===== src/design/rah_ram.sv =====
// Generic single-port RAM with registered read data.
// No dependencies.
module rah_ram #(
  parameter int unsigned Width = 8,
  parameter int unsigned Depth = 16
) (
  input  logic                     clk_i,
  input  logic                     we_i,
  input  logic [$clog2(Depth)-1:0] addr_i,
  input  logic [Width-1:0]         wdata_i,
  output logic [Width-1:0]         rdata_o
);
  logic [Width-1:0] mem_q [Depth];

  always_ff @(posedge clk_i) begin
    if (we_i) begin
      mem_q[addr_i] <= wdata_i;
    end
    rdata_o <= mem_q[addr_i];
  end
endmodule


===== config.mk =====
export PLATFORM = sky130hd
export DESIGN_NAME = rah_ram
export DESIGN_NICKNAME = d
export VERILOG_FILES = /design/src/design/rah_ram.sv
export SDC_FILE = /design/constraint.sdc
export NUM_CORES = 1
export LEC_CHECK = 0
export ABC_CLOCK_PERIOD_IN_PS = 5730
export BUFFER_PORTS_ARGS = -buffer_cell sky130_fd_sc_hd__buf_4
export CAP_MARGIN = 25
export CORE_MARGIN = 3
export CORE_UTILIZATION = 40
export DETAILED_ROUTE_END_ITERATION = 6
export GPL_TIMING_DRIVEN = 0
export PLACE_DENSITY = 0.68
export REMOVE_ABC_BUFFERS = 1
export SYNTH_ARGS = -nofsm -noshare
export SYNTH_HDL_FRONTEND = slang
export SYNTH_SLANG_ARGS = --single-unit

===== constraint.sdc =====
create_clock -name clk_i -period 5.73 [get_ports clk_i]
set_input_delay 1.146 -clock clk_i [delete_from_list [all_inputs] [get_ports clk_i]]
set_output_delay 1.146 -clock clk_i [all_outputs]
set_load 0.005 [all_outputs]

==> results.sh, run 1 <==
export IMPL_dieArea_um2=14060
export IMPL_place_ws_ns=2.580
export IMPL_setup_tns_final_ns=0
export IMPL_grt_pass1_vias=2520
export IMPL_peakVddDrop_uv=210.7
export IMPL_cts_hold_buf=0
export IMPL_cp_arrival_ns=2.71
export IMPL_cts_tree="built"
export IMPL_layout_common_cells="edfxtp_1, mux4_2, buf_4"
export IMPL_drive_gt1_share_pct=32.61
export IMPL_cp_buffers_inverters=1
export IMPL_rrSetupSlack_ns=4.31
export IMPL_fin_skew_ns=0.01039
export IMPL_area_delta_synth_final_pct=18.99
export IMPL_finalSetupViolations=0
export IMPL_finalInstanceArea_um2=6030
export IMPL_leakage_uw=0.001959
export IMPL_end_kind="flip-flop"
export IMPL_critPathMaxStageDelay_ns=0.74
export IMPL_die_x_um=118.6
export IMPL_endpoint="mem_q[3][5]"
export IMPL_yosysUniqueCellTypes=18
export IMPL_pin_count=22
export IMPL_placed_area_um2=5405
export IMPL_cp_num_cells=3
export IMPL_rows=40
export IMPL_r2r_start="mem_q[14][6]"
export IMPL_cts_root_buf="clkbuf_16"
export IMPL_gp_congestion=0.7124
export IMPL_finalMaxSlewViolations=0
export IMPL_grt_total_usage_pct=14.44
export IMPL_cts_resized=0
export IMPL_power_density_nw_per_um2=390.7
export IMPL_ys_seq_elements=136
export IMPL_cts_buffers=17
export IMPL_final_common_cell="edfxtp_1"
export IMPL_seq_area_frac_synth_pct=79.01
export IMPL_fin_crit_ns=2.678
export IMPL_n_antenna_cell=0
export IMPL_cp_max_fo=39
export IMPL_fin_ws_ns=3.052
export IMPL_start_util_pct=41.50
export IMPL_cp_start_kind="input port"
export IMPL_drtPass1Iterations=5
export IMPL_cts_max_path_buffers=2
export IMPL_status="finished clean"
export IMPL_wl_per_cell_um=21.33
export IMPL_final_antenna_net_count=0
export IMPL_grt_pass1_wl_mm=14.53
export IMPL_critPathTopFamily="simple AND/OR/NAND/NOR gates"
export IMPL_dr_total_vias=2383
export IMPL_wl_mm=9.471
export IMPL_synthesis_area_um2=5067
export IMPL_antenna_found_initial=0
export IMPL_yosys_warnings=0
export IMPL_cts_sinks=136
export IMPL_hold_violations=0
export IMPL_period_share_pct=46.73
export IMPL_dp_final_hpwl_mm=5.476
export IMPL_clk_pin_slew_ns=0.06
export IMPL_worstSkewPairLatency_ns=0.41
export IMPL_slowest_stage="nor2_1"
export IMPL_drt_iter0_drc=344
export IMPL_max_cap_violations=0
export IMPL_hold_class="reg2reg"
export IMPL_grt_setup_unrepaired="false"
export IMPL_h_tree_depth=4
export IMPL_critical_path_startpoint="addr_i[0]"
export IMPL_timing_rr_end="rdata_o[6]"
export IMPL_syn_inst=230
export IMPL_vias_per_cell=5.367
export IMPL_syn_avg_cell_area_um2=22.03
export IMPL_fillers=990
export IMPL_die_h_um=118.6
export IMPL_core_um2=12210
export IMPL_portBuffers=21
export IMPL_post_cts_setup_buffer_count=0
export IMPL_worst_pin_slew_ns=0.9546
export IMPL_r2r_cells=3
export IMPL_cp_required_ns=5.76
export IMPL_grt_overflow_total=0
export IMPL_num_nets_final=277
export IMPL_grt_max_degree=40
export IMPL_path_cells="buf_4 -> nand2_1 -> nor2_1"
export IMPL_slew_limit_headroom_pct=36.12
export IMPL_remaining_drc_errors=0
export IMPL_worst_setup_path_type="in2reg"
export IMPL_fmax_mhz=373.4
state kept, by name, summed over array words and instances, names as in the netlist:
name     flops
mem_q      128
rdata_o      8
stage by stage:
stage | cells | total power (uW) | util, % | hold slack (ns)
after global routing | 444 | 2429 | 49.38 | 0.7263
after CTS | 444 | 2373 | 49.38 | 0.6909
final | 444 | 2356 | 49.38 | 0.6725
after global placement | 408 | 1238 | 44.02 | 0.6574
after floorplan | 219 | 1184 | - | 0.6349
after detailed placement | 412 | 1243 | 44.26 | 0.6663
layout make-up:
cell class	count	area [um^2]	area share [%]
clock inverter	15	198.9	3.299
tap	168	210.2	3.486
sequential	136	4004	66.40
timing repair buffer	25	187.7	3.113
clock buffer	17	425.4	7.055
multi-input combinational	83	1003	16.64
where the power goes:
| part | switching, uW | internal (uW) |
|---|---|---|
| clock | 406 | 728 |
| sequential | 5.61 | 1110 |
| combinational | 58.0 | 45.8 |
worst min-delay path, stage by stage, from the launching register on:
cell and delay (ns):
edfxtp_1 0.31, mux4_2 0.22, a22oi_1 0.06, nand2_1 0.05
synthesized netlist by cell type:
cell type  number  area share, %
edfxtp_1      128             76
nand2_1         9           0.67
nor3_1          4           0.40
buf_2           2           0.20
clkbuf_2        1          0.099
and2_1          1           0.12
nand2b_1        2           0.25
a22oi_1        16            2.4
mux4_2         32             14
dfxtp_1         8            3.2
clkbuf_1        2           0.15
nor2_1         13           0.96
nor2b_1         2           0.25
buf_1           4           0.30
nand3_1         1          0.099
or3b_2          1           0.17
nand3b_1        2           0.30
buf_6           2           0.44
layer usage:
layer	routed length (um)	global-route usage [%]	up-vias
met4	189	6.155	0
li1	-	-	1027
met2	4635	21.85	103
met5	0	0	-
met1	3918	19.11	1235
met3	727	5.024	18
cells by family after synthesis:
family	Yosys count	synth area share, %
flops	136	79.01
compound gates	16	2.370
buf+inv	11	1.185
mux	32	14.22
simple gates	35	3.210
worst min path at each step:
| stage | to | slack, ns | cells past startpoint | from |
|---|---|---|---|---|
| floorplan | rdata_o[0] | 0.63 | 3 | mem_q[14][0] |
| global route | rdata_o[4] | 0.73 | 3 | mem_q[14][4] |
| CTS | rdata_o[1] | 0.69 | 3 | mem_q[12][1] |
| global placement | rdata_o[1] | 0.66 | 3 | mem_q[15][1] |
| detailed placement | rdata_o[1] | 0.67 | 3 | mem_q[14][1] |
| finish | rdata_o[1] | 0.67 | 3 | mem_q[12][1] |
Note: power is estimated with default switching activity, not from simulation.
==> run 2: changes to the inputs <==
--- a/config.mk
+++ b/config.mk
@@ -5,14 +5,15 @@
 export SDC_FILE = /design/constraint.sdc
 export NUM_CORES = 1
 export LEC_CHECK = 0
-export ABC_CLOCK_PERIOD_IN_PS = 5730
+export ABC_AREA = 1
+export ABC_CLOCK_PERIOD_IN_PS = 2200
 export BUFFER_PORTS_ARGS = -buffer_cell sky130_fd_sc_hd__buf_4
 export CAP_MARGIN = 25
 export CORE_MARGIN = 3
 export CORE_UTILIZATION = 40
 export DETAILED_ROUTE_END_ITERATION = 6
 export GPL_TIMING_DRIVEN = 0
-export PLACE_DENSITY = 0.68
+export PLACE_DENSITY = 0.7
 export REMOVE_ABC_BUFFERS = 1
 export SYNTH_ARGS = -nofsm -noshare
 export SYNTH_HDL_FRONTEND = slang
==> constraint.sdc (replaced) <==
create_clock -name clk_i -period 2.2 [get_ports clk_i]
set_input_delay 0.44 -clock clk_i [delete_from_list [all_inputs] [get_ports clk_i]]
set_output_delay 0.44 -clock clk_i [all_outputs]
set_load 0.005 [all_outputs]
==> run 2 against run 1 <==
- non-clock buffer count shrank 2
- via count rose by 52%
- worst setup slack worse by 3.0 ns
- flip-flop and latch count is the same
- design area up 7.9%
- largest cell class unchanged
- largest power group is now registers
==> results.sh, run 2 <==
export IMPL_dr_total_vias=3632
export IMPL_dieArea_um2=15440
export IMPL_worst_pin_slew_ns=0.8065
export IMPL_cts_buffers=17
export IMPL_cp_max_fo=67
export IMPL_leakage_uw=0.002745
export IMPL_grt_setup_unrepaired="true"
export IMPL_synth_most_common_cell="nand2_1"
export IMPL_combPwrFrac_pct=5.9
export IMPL_fin_crit_ns=2.162
export IMPL_cp_start_kind="input port"
export IMPL_synth_largest_area_cell="edfxtp_1"
export IMPL_gp_congestion=0.7794
export IMPL_end_kind="flip-flop"
export IMPL_die_x_um=124.2
export IMPL_reg_top3="mem_q (128), rdata_o (8)"
export IMPL_peakVddDrop_uv=640.1
export IMPL_p_clk_share_pct=45.2
export IMPL_hold_violations=0
export IMPL_synth_top_cells_by_area="edfxtp_1, nand2_1, dfxtp_1, inv_1, nor2_1"
export IMPL_antenna_found_initial=0
export IMPL_layout_common_cells="nand2_1, edfxtp_1, inv_1, buf_4, clkbuf_16"
export IMPL_intPower_uw=4771
export IMPL_finalMaxSlewViolations=0
export IMPL_holdWs_ns=0.3527
export IMPL_p_total_uw=5965
export IMPL_cts_tree="built"
export IMPL_drtPass1Iterations=5
export IMPL_drive_gt1_share_pct=10.31
export IMPL_wl_per_cell_um=15.13
export IMPL_top_register="mem_q"
export IMPL_syn_avg_cell_area_um2=10.21
export IMPL_seq_area_frac_synth_pct=71.59
export IMPL_vias_per_cell=4.792
export IMPL_start_util_pct=41.57
export IMPL_yosysUniqueCellTypes=11
export IMPL_fin_util_pct=48.36
export IMPL_drt_iter0_drc=229
export IMPL_synth_top_area_share_pct=68.72
export IMPL_worst_setup_path_type="in2reg"
export IMPL_finalSetupViolations=0
export IMPL_synthFlopType="edfxtp_1"
export IMPL_period_share_pct=98.26
export IMPL_cp_arrival_ns=2.21
export IMPL_power_density_nw_per_um2=916.8
export IMPL_grt_pass1_wl_mm=18.43
export IMPL_dp_final_hpwl_mm=6.762
export IMPL_final_antenna_net_count=0
export IMPL_cts_hold_buf=0
export IMPL_p_switching_uw=1193
export IMPL_grt_pass1_vias=3476
export IMPL_cts_root_buf="clkbuf_16"
export IMPL_p_seq_share_pct=48.9
export IMPL_syn_inst=548
export IMPL_grt_overflow_total=0
export IMPL_cts_sinks=136
export IMPL_async_flop_share_pct=0
export IMPL_cp_required_ns=2.25
export IMPL_ys_seq_elements=136
export IMPL_rows=42
export IMPL_num_nets_final=583
export IMPL_area_delta_synth_final_pct=16.33
export IMPL_largest_reg_flops=128
export IMPL_grt_max_degree=68
export IMPL_hold_class="in2reg"
export IMPL_fmax_mhz=462.6
export IMPL_h_tree_depth=4
export IMPL_slew_limit_headroom_pct=46.04
export IMPL_pin_count=22
export IMPL_yosys_warnings=0
export IMPL_max_cap_violations=0
export IMPL_worstSkewPairLatency_ns=0.41
export IMPL_core_um2=13450
export IMPL_final_common_cell="nand2_1"
export IMPL_die_h_um=124.2
export IMPL_clk_pin_slew_ns=0.05
export IMPL_status="finished clean"
export IMPL_wl_mm=11.47
export IMPL_synthesis_area_um2=5593
export IMPL_grt_total_usage_pct=15.52
export IMPL_setup_tns_final_ns=0
export IMPL_portBuffers=21
export IMPL_fin_skew_ns=0.007806
export IMPL_swShare_pct=20.01
export IMPL_remaining_drc_errors=0
export IMPL_cts_max_path_buffers=2
export IMPL_ys_top_cells_by_count="nand2_1, edfxtp_1, inv_1"
export IMPL_synth_edf_count=128
export IMPL_n_antenna_cell=0
run 2: changes by cell type after synthesis, moves of 5 or more:
cell     previous run  this run
nand2_1             9       346
buf_4               0         6
mux4_2             32         0
nor2_1             13        18
buf_2               2        12
inv_1               0        21
a22oi_1            16         0
run 2: metrics by stage:
stage,cell area [um^2],setup slack (ns),std cells
final,6506,0.03821,758
after global routing,6506,-0.08154,758
after CTS,6496,0.05751,758
after detailed placement,5894,-0.7347,726
after global placement,5854,-1.058,724
after floorplan,5477,0.1952,527
run 2: kinds of logic after synthesis:
kind of cell | Yosys count | synth area share, %
AND/OR/NAND/NOR | 368 | 24.79
flip-flops | 136 | 71.59
buffers and inverters | 44 | 3.624
run 2: final cells by class:
cell class              instances  area [um^2]
clock inverters                 2        35.03
multi-input cells             368         1416
fillers                      1244         6947
repair buffers                 23        197.7
inverters                      23        88.84
clock buffers                  30        544.3
flip-flops and latches        136         4004
well taps                     176        220.2
run 2: timing repair:
item,4_1_cts,5_1_grt
resized for setup,9,3
endpoints found under the hold margin,0,0
setup buffers,0,0
endpoints found under the setup margin,64,56
run 2: final timing paths:
kind	start	to	slack [ns]	cells after the start
setup reg to reg	mem_q[12][3]	rdata_o[3]	1.18	8
hold / removal	wdata_i[2]	mem_q[4][2]	0.35	1
setup / recovery	addr_i[0]	mem_q[0][0]	0.04	5
hold reg to reg	mem_q[0][0]	rdata_o[0]	0.71	8
run 2: worst max-delay path, stage by stage:
cell and delay (ns):
buf_4 0.32, inv_4 0.37, buf_12 0.25, nand3_1 0.29, nor2_2 0.48
run 2: per-layer routing:
metal	wire, um	global-route usage (%)	vias to the layer above
met5	0	0	-
met2	5277	23.44	119
li1	-	-	1797
met4	204	6.190	0
met3	756	3.608	19
met1	5228	21.81	1697
run 2: power by group through the flow:
stage          clock [uW]  sequential [uW]  combinational [uW]
2_1_floorplan           0             2970                 165
3_3_place_gp            0             2960                 330
3_5_place_dp            0             2970                 348
4_1_cts              2740             2920                 354
5_1_grt              2880             2920                 399
6_report             2700             2920                 351
==> run 3: changes to the inputs <==
==> constraint.sdc (replaced) <==
create_clock -name clk_i -period 2.2 [get_ports clk_i]
set_input_delay 0 -clock clk_i [delete_from_list [all_inputs] [get_ports clk_i]]
set_output_delay 0 -clock clk_i [all_outputs]
set_load 0.005 [all_outputs]
==> run 3 against run 2 <==
- hold slack got worse by 0.21 ns
- sequential power about the same
- design area increased by 0.77%
- critical endpoint unchanged
==> results.sh, run 3 (synthesis results as in run 2) <==
export IMPL_holdPathEnd="rdata_o[3]"
export IMPL_antenna_found_initial=0
export IMPL_area_delta_synth_final_pct=17.23
export IMPL_instances_no_fill=766
export IMPL_num_nets_final=591
export IMPL_swShare_pct=20.04
export IMPL_pin_count=22
export IMPL_dp_final_hpwl_mm=6.762
export IMPL_multi_input_area_um2=1389
export IMPL_grt_overflow_total=0
export IMPL_n_antenna_cell=0
export IMPL_die_x_um=124.2
export IMPL_clk_pin_slew_ns=0.06
export IMPL_portBuffers=21
export IMPL_cp_required_ns=2.23
export IMPL_hold_violations=0
export IMPL_drive_gt1_share_pct=8.644
export IMPL_worstSkewPairLatency_ns=0.41
export IMPL_power_density_nw_per_um2=911.8
export IMPL_min_path_cells=6
export IMPL_final_antenna_net_count=0
export IMPL_p_clk_share_pct=45.2
export IMPL_slew_limit_headroom_pct=45.71
export IMPL_cts_tree="built"
export IMPL_largest_reg_flops=128
export IMPL_rows=42
export IMPL_finalMaxSlewViolations=0
export IMPL_path_cells="buf_4 -> inv_2 -> buf_12 -> nand3_1 -> nor2_1"
export IMPL_cp_arrival_ns=2.07
export IMPL_rrSetupSlack_ns=1.17
export IMPL_max_cap_violations=0
export IMPL_cts_buffers=17
export IMPL_fillers=1237
export IMPL_combPwrFrac_pct=6.0
export IMPL_layout_common_cells="nand2_1, edfxtp_1, inv_1, buf_4"
export IMPL_reg_top3="mem_q (128), rdata_o (8)"
export IMPL_place_ws_ns=-0.2947
export IMPL_setup_tns_final_ns=0
export IMPL_start_util_pct=41.57
export IMPL_timing_rr_end="rdata_o[7]"
export IMPL_dieArea_um2=15440
export IMPL_grt_total_usage_pct=15.61
export IMPL_seqCellArea_um2=4004
export IMPL_remaining_drc_errors=0
export IMPL_cts_root_buf="clkbuf_16"
export IMPL_drt_iter0_drc=253
export IMPL_grt_setup_unrepaired="false"
export IMPL_r2r_cells=8
export IMPL_drtPass1Iterations=5
export IMPL_r2r_start="mem_q[7][7]"
export IMPL_top_register="mem_q"
export IMPL_worst_setup_path_type="in2reg"
export IMPL_fin_skew_ns=0.009062
export IMPL_fin_crit_ns=2.037
export IMPL_final_common_cell="nand2_1"
export IMPL_cts_max_path_buffers=2
export IMPL_grt_max_degree=68
export IMPL_grt_pass1_wl_mm=18.55
export IMPL_dp_cells=726
export IMPL_end_kind="flip-flop"
export IMPL_vias_per_cell=4.787
export IMPL_leakage_uw=0.002780
export IMPL_hold_class="in2reg"
export IMPL_worst_pin_slew_ns=0.8113
export IMPL_gp_congestion=0.7794
export IMPL_die_h_um=124.2
export IMPL_fmax_mhz=491.0
export IMPL_dr_total_vias=3667
export IMPL_core_um2=13450
export IMPL_cts_sinks=136
export IMPL_peakVddDrop_uv=641.7
export IMPL_period_share_pct=92.57
export IMPL_wl_mm=11.55
export IMPL_fin_ws_ns=0.1635
export IMPL_finalSetupViolations=0
export IMPL_p_seq_share_pct=48.8
export IMPL_cp_max_fo=67
export IMPL_slowest_stage="nor2_1"
export IMPL_cp_start_kind="input port"
export IMPL_status="finished clean"
export IMPL_wl_per_cell_um=15.08
export IMPL_grt_pass1_vias=3518
export IMPL_critPathMaxStageDelay_ns=0.68
export IMPL_min_delay_start="addr_i[2]"
export IMPL_p_switching_uw=1198
export IMPL_intPower_uw=4780
export IMPL_h_tree_depth=4
[run 3: area by class of cell]
type / instances / share of cell area (%)
repair buffers: 31 / 4.237
clock inverters: 2 / 0.5344
well taps: 176 / 3.359
multi-input cells: 368 / 21.18
flip-flops and latches: 136 / 61.07
clock buffers: 30 / 8.302
inverters: 23 / 1.317
[run 3: worst max-delay path by stage]
| stage | slack [ns] | startpoint | end | cells past startpoint |
|---|---|---|---|---|
| 2_1_floorplan | 0.64 | addr_i[0] | mem_q[6][0] | 3 |
| 3_3_place_gp | -0.62 | addr_i[0] | mem_q[10][3] | 4 |
| 3_5_place_dp | -0.29 | addr_i[0] | mem_q[10][7] | 5 |
| 4_1_cts | 0.15 | addr_i[0] | mem_q[10][3] | 5 |
| 5_1_grt | 0.02 | addr_i[0] | mem_q[2][0] | 5 |
| 6_report | 0.16 | addr_i[0] | mem_q[0][0] | 5 |
[run 3: worst max-delay path, delay by kind of cell]
kind / cells / cell delay (ns)
buf+inv: 3 / 1.12
simple gates: 2 / 0.91
[run 3: what timing repair did]
item | 4_1_cts | 5_1_grt
buffers inserted | 0 | 0
hold endpoints to repair | 128 | 0
hold buffers | 8 | 0
endpoints found under the setup margin | 0 | 8
resized for setup | 0 | 1
[run 3: layer usage]
metal	wire length [um]	up-vias	global-route usage, %
met3	774	16	3.737
met2	5372	146	23.51
li1	-	1809	-
met1	5189	1696	21.82
met5	0	-	0
met4	216	0	6.447
[run 3: metrics by stage]
step / instance area [um^2] / total power (uW) / util [%] / hold slack [ns]
2_1_floorplan: 5477 / 3132 / - / 0.09887
6_report: 6556 / 5978 / 48.74 / 0.1384
3_5_place_dp: 5894 / 3315 / 43.82 / 0.3374
3_3_place_gp: 5854 / 3295 / 43.52 / 0.3228
5_1_grt: 6556 / 6206 / 48.74 / 0.1927
4_1_cts: 6554 / 6021 / 48.72 / 0.1466
[run 3: power groups by stage]
stage                     combinational, uW  clock [uW]  sequential [uW]
after floorplan                         165           0             2970
after global placement                  330           0             2960
after detailed placement                348           0             2970
after CTS                               362        2740             2920
after global routing                    407        2880             2920
final                                   358        2700             2920
